==> src/apq_pkg.sv <==
package apq_pkg;

	localparam int DEF_CAPACITY      = 16;
	localparam int DEF_VALUE_BITS    = 32;
	localparam int DEF_PRIORITY_BITS = 16;

	localparam int IN_VALUE_W  = 32;
	localparam int IN_PRIO_W   = 16;
	localparam int OUT_VALUE_W = 32;
	localparam int MODE_W      = 2;
	localparam int STATUS_W    = 2;
	localparam int FILL_W      = 5;

	localparam logic [MODE_W-1:0] MODE_INSERT = 2'd0;
	localparam logic [MODE_W-1:0] MODE_POLL   = 2'd1;
	localparam logic [MODE_W-1:0] MODE_PEEK   = 2'd2;

	localparam logic [STATUS_W-1:0] ST_OK    = 2'd0;
	localparam logic [STATUS_W-1:0] ST_FULL  = 2'd1;
	localparam logic [STATUS_W-1:0] ST_EMPTY = 2'd2;

	typedef enum logic [2:0] {
		S_IDLE  = 3'b001,
		S_SCAN  = 3'b010,
		S_SHIFT = 3'b100
	} state_t;

endpackage

==> src/array_priority_queue.sv <==
// Priority queue of up to CAPACITY words held unsorted in one single-port-read,
// single-port-write synchronous memory. An insert, an operation with an unused
// mode code, and a poll or peek on an empty queue finish without a scan: done
// pulses in the cycle after start is taken and busy never rises. A peek on a
// queue of n entries reads every entry once through the one memory read port
// while busy stays high, and done follows. A poll does the same scan and then,
// when the winner at h is not the last entry, compacts the entries behind it,
// one read and one write per cycle. done is a single-cycle strobe that the
// receiver must take when it appears; nothing can stall it.
module array_priority_queue
	import apq_pkg::*;
#(
	parameter int CAPACITY      = DEF_CAPACITY,
	parameter int VALUE_BITS    = DEF_VALUE_BITS,
	parameter int PRIORITY_BITS = DEF_PRIORITY_BITS
) (
	input  logic                        clk,
	input  logic                        arst_n,
	input  logic                        start,
	output logic                        busy,
	input  logic [MODE_W-1:0]           mode,
	input  logic [IN_VALUE_W-1:0]       item_value,
	input  logic signed [IN_PRIO_W-1:0] item_priority,
	output logic                        done,
	output logic [OUT_VALUE_W-1:0]      out_value,
	output logic [STATUS_W-1:0]         status,
	output logic [FILL_W-1:0]           fill_count
);

	localparam int IW = (CAPACITY > 1) ? $clog2(CAPACITY) : 1;
	localparam int CW = $clog2(CAPACITY + 1);
	localparam int W  = VALUE_BITS + PRIORITY_BITS;

	logic [W-1:0] mem [CAPACITY];
	logic [W-1:0] rd_data_s1;

	state_t state_q;
	logic [CW-1:0] cnt_q;
	logic [CW-1:0] iss_q;
	logic          poll_q;
	logic          vld_s1;
	logic [IW-1:0] idx_s1;

	logic [IW-1:0]                   best_idx_q;
	logic signed [PRIORITY_BITS-1:0] best_prio_q;
	logic [VALUE_BITS-1:0]           best_val_q;

	logic                   done_q;
	logic [OUT_VALUE_W-1:0] out_value_q;
	logic [STATUS_W-1:0]    status_q;
	logic [FILL_W-1:0]      fill_q;

	logic                            accept;
	logic                            rd_en;
	logic                            wr_en;
	logic [IW-1:0]                   wr_addr;
	logic [W-1:0]                    wr_data;
	logic signed [PRIORITY_BITS-1:0] ins_prio;
	logic [VALUE_BITS-1:0]           ins_val;
	logic signed [PRIORITY_BITS-1:0] rd_prio;
	logic [VALUE_BITS-1:0]           rd_val;
	logic                            take;
	logic [IW-1:0]                   head_idx;
	logic [VALUE_BITS-1:0]           head_val;
	logic [CW-1:0]                   cnt_m1;
	logic [IW-1:0]                   last_idx;
	logic                            at_last;

	assign busy       = (state_q != S_IDLE);
	assign accept     = start && !busy;
	assign done       = done_q;
	assign out_value  = out_value_q;
	assign status     = status_q;
	assign fill_count = fill_q;

	assign ins_prio = PRIORITY_BITS'(item_priority);
	assign ins_val  = VALUE_BITS'(item_value);
	assign rd_prio  = rd_data_s1[W-1 -: PRIORITY_BITS];
	assign rd_val   = rd_data_s1[VALUE_BITS-1:0];
	assign cnt_m1   = cnt_q - CW'(1);
	assign last_idx = cnt_m1[IW-1:0];
	assign at_last  = vld_s1 && (idx_s1 == last_idx);

	// first entry seeds the search; later ones win only on a strictly larger priority
	assign take     = vld_s1 && ((idx_s1 == '0) || (rd_prio > best_prio_q));
	assign head_idx = take ? idx_s1 : best_idx_q;
	assign head_val = take ? rd_val : best_val_q;

	assign rd_en = (state_q != S_IDLE) && (iss_q < cnt_q);

	always_comb begin
		wr_en   = 1'b0;
		wr_addr = idx_s1 - IW'(1);
		wr_data = rd_data_s1;
		if (state_q == S_IDLE) begin
			wr_en   = accept && (mode == MODE_INSERT) && (cnt_q < CW'(CAPACITY));
			wr_addr = cnt_q[IW-1:0];
			wr_data = {ins_prio, ins_val};
		end else if (state_q == S_SHIFT) begin
			wr_en = vld_s1;
		end
	end

	always_ff @(posedge clk) begin
		if (wr_en) begin
			mem[wr_addr] <= wr_data;
		end
		if (rd_en) begin
			rd_data_s1 <= mem[iss_q[IW-1:0]];
		end
		idx_s1 <= iss_q[IW-1:0];
		if (take) begin
			best_idx_q  <= idx_s1;
			best_prio_q <= rd_prio;
			best_val_q  <= rd_val;
		end
	end

	always_ff @(posedge clk or negedge arst_n) begin
		if (!arst_n) begin
			state_q     <= S_IDLE;
			cnt_q       <= '0;
			iss_q       <= '0;
			poll_q      <= 1'b0;
			vld_s1      <= 1'b0;
			done_q      <= 1'b0;
			out_value_q <= '0;
			status_q    <= ST_OK;
			fill_q      <= '0;
		end else begin
			vld_s1 <= rd_en;
			done_q <= 1'b0;
			if (rd_en) begin
				iss_q <= iss_q + CW'(1);
			end
			unique case (state_q)
				S_IDLE: begin
					if (accept) begin
						out_value_q <= '0;
						status_q    <= ST_OK;
						fill_q      <= FILL_W'(cnt_q);
						poll_q      <= (mode == MODE_POLL);
						iss_q       <= '0;
						if (mode == MODE_INSERT) begin
							done_q <= 1'b1;
							if (cnt_q < CW'(CAPACITY)) begin
								cnt_q  <= cnt_q + CW'(1);
								fill_q <= FILL_W'(cnt_q + CW'(1));
							end else begin
								status_q <= ST_FULL;
							end
						end else if (mode == MODE_POLL || mode == MODE_PEEK) begin
							if (cnt_q == '0) begin
								done_q   <= 1'b1;
								status_q <= ST_EMPTY;
							end else begin
								state_q <= S_SCAN;
							end
						end else begin
							done_q <= 1'b1;
						end
					end
				end
				S_SCAN: begin
					if (at_last) begin
						out_value_q <= OUT_VALUE_W'(head_val);
						if (!poll_q) begin
							done_q  <= 1'b1;
							state_q <= S_IDLE;
						end else if (head_idx == last_idx) begin
							// winner is the tail: nothing to compact
							cnt_q   <= cnt_m1;
							fill_q  <= FILL_W'(cnt_m1);
							done_q  <= 1'b1;
							state_q <= S_IDLE;
						end else begin
							iss_q   <= CW'(head_idx) + CW'(1);
							state_q <= S_SHIFT;
						end
					end
				end
				S_SHIFT: begin
					if (at_last) begin
						cnt_q   <= cnt_m1;
						fill_q  <= FILL_W'(cnt_m1);
						done_q  <= 1'b1;
						state_q <= S_IDLE;
					end
				end
				default: begin
					state_q <= S_IDLE;
				end
			endcase
		end
	end

`ifndef SYNTHESIS
	a_cnt_bound: assert property (@(posedge clk) disable iff (!arst_n)
		cnt_q <= CW'(CAPACITY))
		else $error("entry count above capacity");

	a_full_fill: assert property (@(posedge clk) disable iff (!arst_n)
		(done_q && status_q == ST_FULL) |-> (fill_q == FILL_W'(CAPACITY)))
		else $error("full status with queue not full");

	a_empty_fill: assert property (@(posedge clk) disable iff (!arst_n)
		(done_q && status_q == ST_EMPTY) |-> (fill_q == '0 && out_value_q == '0))
		else $error("empty status with entries held");

	a_shift_range: assert property (@(posedge clk) disable iff (!arst_n)
		(state_q == S_SHIFT && wr_en) |-> (CW'(wr_addr) + CW'(1) < cnt_q))
		else $error("compaction write outside held entries");

	a_shift_drop: assert property (@(posedge clk) disable iff (!arst_n)
		(state_q == S_SHIFT && at_last) |=> (cnt_q == $past(cnt_q) - CW'(1) && done_q))
		else $error("poll did not remove one entry");
`endif

endmodule
==> config.mk <==
export PLATFORM = sky130hd
export DESIGN_NAME = array_priority_queue
export DESIGN_NICKNAME = d
export VERILOG_FILES = /design/src/apq_pkg.sv /design/src/array_priority_queue.sv
export SDC_FILE = /design/constraint.sdc
export NUM_CORES = 1
export LEC_CHECK = 0
export BUFFER_PORTS_ARGS = -buffer_cell sky130_fd_sc_hd__buf_2
export CELL_PAD_IN_SITES_DETAIL_PLACEMENT = 0
export CELL_PAD_IN_SITES_GLOBAL_PLACEMENT = 1
export CORE_MARGIN = 2
export CORE_UTILIZATION = 40
export CTS_BUF_LIST = sky130_fd_sc_hd__clkbuf_16
export DETAILED_ROUTE_END_ITERATION = 6
export PLACE_DENSITY = 0.63
export SYNTH_ARGS = -nofsm -noshare
export SYNTH_HDL_FRONTEND = slang
export SYNTH_SLANG_ARGS = --single-unit
export TNS_END_PERCENT = 1
==> constraint.sdc <==
create_clock -name clk -period 4 [get_ports clk]
set_input_delay 1.2 -clock clk [delete_from_list [all_inputs] [get_ports clk]]
set_output_delay 1.2 -clock clk [all_outputs]
set_load 0.03 [all_outputs]
* Word level (Yosys, flattened, before mapping)
Memories as Yosys holds them, arrays and structs flattened. A register that Yosys moved wholly into a read port is not among the register bits.
Index checks and enable logic that the tools add are counted.
** Storage, ports and cells
- Memories kept :: 1
- Bits of input ports :: 53
- Register bits :: 106
- Memory bits (writable) :: 768
** Memories
- mem :: words 16, bits a word 48, read ports 1, clocked after memory_dff 1, wr ports 1, RTL line array_priority_queue.sv:34 : logic [W-1:0] mem [CAPACITY];
** Cells by class
- Reductions and logical operators :: 18
- Equal/unequal tests :: 18
- $lt $le $gt $ge :: 3
- Multiplexer cells :: 47
- $add $sub $neg :: 5
** Operators with widths (count)
- $mux W32 :: 3
- $pmux W32 S2 :: 1
- $mux W5 :: 12
- $mux W48 :: 1
- $mux W3 :: 8
- $gt A16 B16 Y1 :: 1
- $pmux W5 S3 :: 1
- $ne A2 B2 Y1 const B :: 7
- $mux W1 :: 13
- $add A5 B1 Y5 const B :: 2
- $pmux W5 S2 :: 1
- $pmux W3 S3 :: 1
- $eq A4 B4 Y1 :: 2
- $mux W4 :: 2
- $reduce_and A8 Y1 :: 1
- $logic_and A1 B1 Y1 :: 6
- $mux W2 :: 3
- $ne A3 B2 Y1 const B :: 2
- $reduce_and A6 Y1 :: 1
- $add A4 B1 Y5 const B :: 1
- $logic_not A5 Y1 :: 1
- $lt A5 B5 Y1 :: 1
- $lt A5 B5 Y1 const B :: 1
- $sub A5 B1 Y5 const B :: 1
- 17 further kinds :: 18

* Depth between registers and ports, before layout
- Depth after elaboration :: 9
- Depth in mapped cells :: 14
- Depth with buffers taken out :: 12

* Worst setup path after synthesis
Ideal clock, no wire load.
- Kind :: reg2reg
- Start :: register fill_count[1] (netlist name)
- End :: register iss_q[3]
- Setup slack :: -641 ps
- Setup time :: 95 ps
- Stages on the path, launching flop included :: 12
- Period minus slack after synthesis :: 4641 ps
- Arrival :: 4546 ps
- Data required time :: 3905 ps
- Path through :: dfrtp_1 -> inv_1 -> ha_1 -> o21ai_0 -> a21boi_0 -> o21ai_0 -> nand2b_1 -> a211oi_2 -> nand3_1 -> xnor2_1 -> a21oi_1 -> o31ai_1
** RTL lines
- to (signal assigned) :: RTL line array_priority_queue.sv:134 : iss_q <= iss_q + CW'(1);
- to (signal assigned) :: RTL line array_priority_queue.sv:177 : iss_q <= CW'(head_idx) + CW'(1);
- to (decl) :: RTL line array_priority_queue.sv:39 : logic [CW-1:0] iss_q;

* Worst setup path in the final report
- Start :: register rd_data_s1[47] (read register of mem)
- End :: register iss_q[1]
** On the way
- Cells in the longest elaborated chain, start to end :: 9
** Ends and longest elaborated chain
- from (decl) :: RTL line array_priority_queue.sv:35 : logic [W-1:0] rd_data_s1;
- $gt A16 B16 Y1 :: RTL line array_priority_queue.sv:85 : assign take = vld_s1 && ((idx_s1 == '0) || (rd_prio > best_prio_q));
- $logic_or A1 B1 Y1 :: RTL line array_priority_queue.sv:85
- $logic_and A1 B1 Y1 :: RTL line array_priority_queue.sv:85
- $mux W4
- named net head_idx[2] :: RTL line array_priority_queue.sv:63 : logic [IW-1:0] head_idx;
- $eq A4 B4 Y1 :: RTL line array_priority_queue.sv:170 : end else if (head_idx == last_idx) begin
- $mux W5 :: RTL line array_priority_queue.sv:170
- $mux W5 :: RTL line array_priority_queue.sv:167 : if (!poll_q) begin
- $mux W5 :: RTL line array_priority_queue.sv:165 : if (at_last) begin
- $pmux W5 S2 :: RTL line array_priority_queue.sv:136 : unique case (state_q)
The timed path passes the listed nets, and every way through them passes these cells.
A chain may end at the register's enable or synchronous reset.

==> out/qor.yml <==
netlist_instances: 2221
finalCriticalPeriod_ns: 3.73
grt_util_met3_pct: 2.93
leakagePower_nw: 12.4
final_cell_mix: "sky130_fd_sc_hd__edfxtp_1, sky130_fd_sc_hd__nand2_1, sky130_fd_sc_hd__o21ai_0, sky130_fd_sc_hd__mux2i_1, sky130_fd_sc_hd__mux4_2"
synth_top_area_share_pct: 68.6
cpMaxStageDelayCell: "sky130_fd_sc_hd__mux2_2"
finalWirelength_um: 92400
post-route-drc-count: 0
tritoncts_num_sinks: 922
ys_types: 55
vdd_ir_drop_max_uv: 319
place.gp.congestion: 0.786
vias: 19900
number_of_antenna_violations_at_the_first_check_in_global_routing: 0
synthTopCellsByArea: "sky130_fd_sc_hd__edfxtp_1, sky130_fd_sc_hd__mux4_2, sky130_fd_sc_hd__mux2i_1"
post-route-cell-area_um2: 41700
worstPathMaxFanout: 16
grt_max_degree: 108
first_global_vias: 20200
dominantRegCellSynth: "sky130_fd_sc_hd__edfxtp_1"
worstPathCellList: "ha_1 -> nand4_1 -> nor4_2 -> a21boi_1 -> nor3_1 -> o311ai_4 -> mux2_2 -> xnor2_1 -> nand4b_4 -> nand2_2 -> mux2_1"
cts-hold-fix-buffers: 0
fp.coreArea_um2: 90100
rsz_0062_raised_after_global_routing: "false"
routed_via_density: 5.51
placement_rows: 110
comb_power_share_pct: 0.2
final_setup_vio_count: 0
overall_die_height_um: 306
later_pin_clock_latency_in_the_skew_report_ns: 0.64
max-slew-margin-rel_pct: 27.8
io-pin-count: 94
initial_utilization_pct: 40.4
grt.busiest_layer: "met2"
wire_length_of_the_first_global_routing_pass_um: 136000
final_setup_skew_ns: 0.0213
cts_tree: "built"
critPathLaunchType: "flop"
synth.yosys.seq_area_share_pct: 74.3
synthesis.nets: 2303
cap_violations: 0
postSynthRegisterBits: 922
cts_buffers: 92
power.density_cell_area_nw_per_um2: 441
synth_enable_flop_cells: 832
final_nets: 2444
total_switching_power_w: 0.00362
p_clk_share_pct: 43.5
dr.first_iter.drc_count: 2178
global_route.overflow_total: 0
post_synth.cell_area_avg_um2: 16.4
antenna_left: 0
h-tree-depth: 3
average_wire_per_cell_in_the_routed_design_um: 25.6
worst-endpoint-required_ns: 4.52
reg2reg_slack_ns: 0.27
netlist.top_cell.by_area: "sky130_fd_sc_hd__edfxtp_1"
grt.met1_usage_pct: 28.2
status: "completed"
hpwlAfterDp_um: 51700
met2_track_demand_over_resource_pct: 32.4
share_seq_of_total_power_pct: 56.2
dpl_cell_area_um2: 38900
combined_global_route_utilization_of_all_metal_layers_pct: 19.8
root_buffer: "sky130_fd_sc_hd__clkbuf_16"
mostFrequentLayoutCell: "sky130_fd_sc_hd__edfxtp_1"
post_cts.resized_instances: 0
port_buffers: 93
detailedRoute.firstPassIterationCount: 7
clk_pin_slew_ns: 0.06
die_x_um: 306
critical_path_type: "flop to flop"
number_of_antenna_diodes: 0
worst_ep_arrival_time_ns: 4.24
post_route_cells_drive_above_1_share_pct: 19.5
buffer_levels_on_the_longest_clock_path: 3
holdCritPathClass: "flop to flop"
internal-power_w: 0.0148
mappedNetlistArea_um2: 36400
cp-end-kind: "flop"
fin_crit_sh_pct: 93.2
die_area_um2: 93400
timing.final.max_slew_violations: 0
crit_path_max_incr_delay_ns: 0.43
syn2layout_area_growth_pct: 14.6
post_cts.repair.setup_buffers: 0
power_switching_share_pct: 19.7
async_flop_share_pct: 5.42
tightest_slew_ns: 1.08
finalHoldWorstSlack_ns: 0.449
synth.yosys.warnings: 0
fmax_achieved_ghz: 0.268
final_hold_viol_count: 0
power groups by stage:
stage           logic [W]  registers, W  clock network, W
6_report        0.0000450        0.0103           0.00801
3_3_place_gp    0.0000460        0.0105                 0
3_5_place_dp    0.0000466        0.0105                 0
5_1_grt         0.0000502        0.0103           0.00854
4_1_cts         0.0000470        0.0103           0.00817
2_1_floorplan  0.00000400        0.0105                 0
cell families after synthesis:
| kind of cell | count (synthesis) | share of synthesized area (%) |
|---|---|---|
| compound gates | 334 | 5.73 |
| xor+xnor | 19 | 0.478 |
| fa+ha+maj | 29 | 0.997 |
| buf+inv | 154 | 1.65 |
| flops | 922 | 74.3 |
| mux | 297 | 11.7 |
| simple gates | 466 | 5.22 |
flip-flops by register name, indices dropped and copies added, names as in the netlist:
signal       count
best_val_q      32
status           2
best_prio_q     16
idx_s1           4
fill_count       5
out_value       32
best_idx_q       4
vld_s1           1
rd_data_s1      48
done             1
poll_q           1
state_q          3
iss_q            5
mem            768
critical path, delay by kind of cell, from the launching register on:
family,cells,cell delay [ns]
AO/OA/AOI/OAI,2,0.67
XOR/XNOR,1,0.26
adder cells (fa/ha/maj),1,0.40
flip-flops,1,0.41
multiplexers,2,0.76
AND/OR/NAND/NOR,5,1.11
final cells by class:
class | instances | area [µm²]
Clock buffer | 93 | 2330
Clock inverter | 73 | 439
Fill cell | 7743 | 48400
Inverter | 32 | 120
Multi-Input combinational cell | 1145 | 8940
Sequential cell | 922 | 27000
Tap cell | 1176 | 1470
Timing Repair Buffer | 169 | 1360
routing by layer:
metal / routed length, µm / vias to the layer above / share of wire (%)
li1: - / 8884 / -
met1: 41200 / 10400 / 45
met2: 44400 / 551 / 48
met3: 5160 / 111 / 5.6
met4: 1590 / 0 / 1.7
met5: 0 / - / 0
synth_stat cells, drive strengths merged, types with 28 or more instances:
cell type and n:
edfxtp 832, nand2 376, mux2i 147, o21ai 147, mux4 96, clkbuf 94
a21oi 58, mux2 54, a22oi 49, dfrtp 49, a221oi 48, dfxtp 40
inv 31, ha 29, buf 28
final timing paths:
| kind | startpoint | end | cells after the start |
|---|---|---|---|
| hold / removal | rd_data_s1[32] | best_prio_q[0] | 0 |
| setup / recovery | rd_data_s1[47] | iss_q[1] | 11 |
| max in group asynchronous | arst_n | out_value[19] | 2 |
| setup reg to reg | rd_data_s1[47] | iss_q[1] | 11 |
| hold reg to reg | rd_data_s1[32] | best_prio_q[0] | 0 |
| min in group asynchronous | arst_n | fill_count[4] | 1 |
stage by stage:
step / setup WS, ns / util [%] / total power (W) / std cells / setup TNS, ns
after CTS: 0.135 / 46.3 / 0.0186 / 3610 / 0
after floorplan: -0.397 / - / 0.0106 / 2221 / -297.54
after detailed placement: 0.165 / 43.2 / 0.0106 / 3444 / 0
final: 0.272 / 46.3 / 0.0184 / 3610 / 0
after global routing: 0.0187 / 46.3 / 0.0189 / 3610 / 0
after global placement: 0.287 / 43.2 / 0.0106 / 3444 / 0
(Power assumes the default switching activity.)
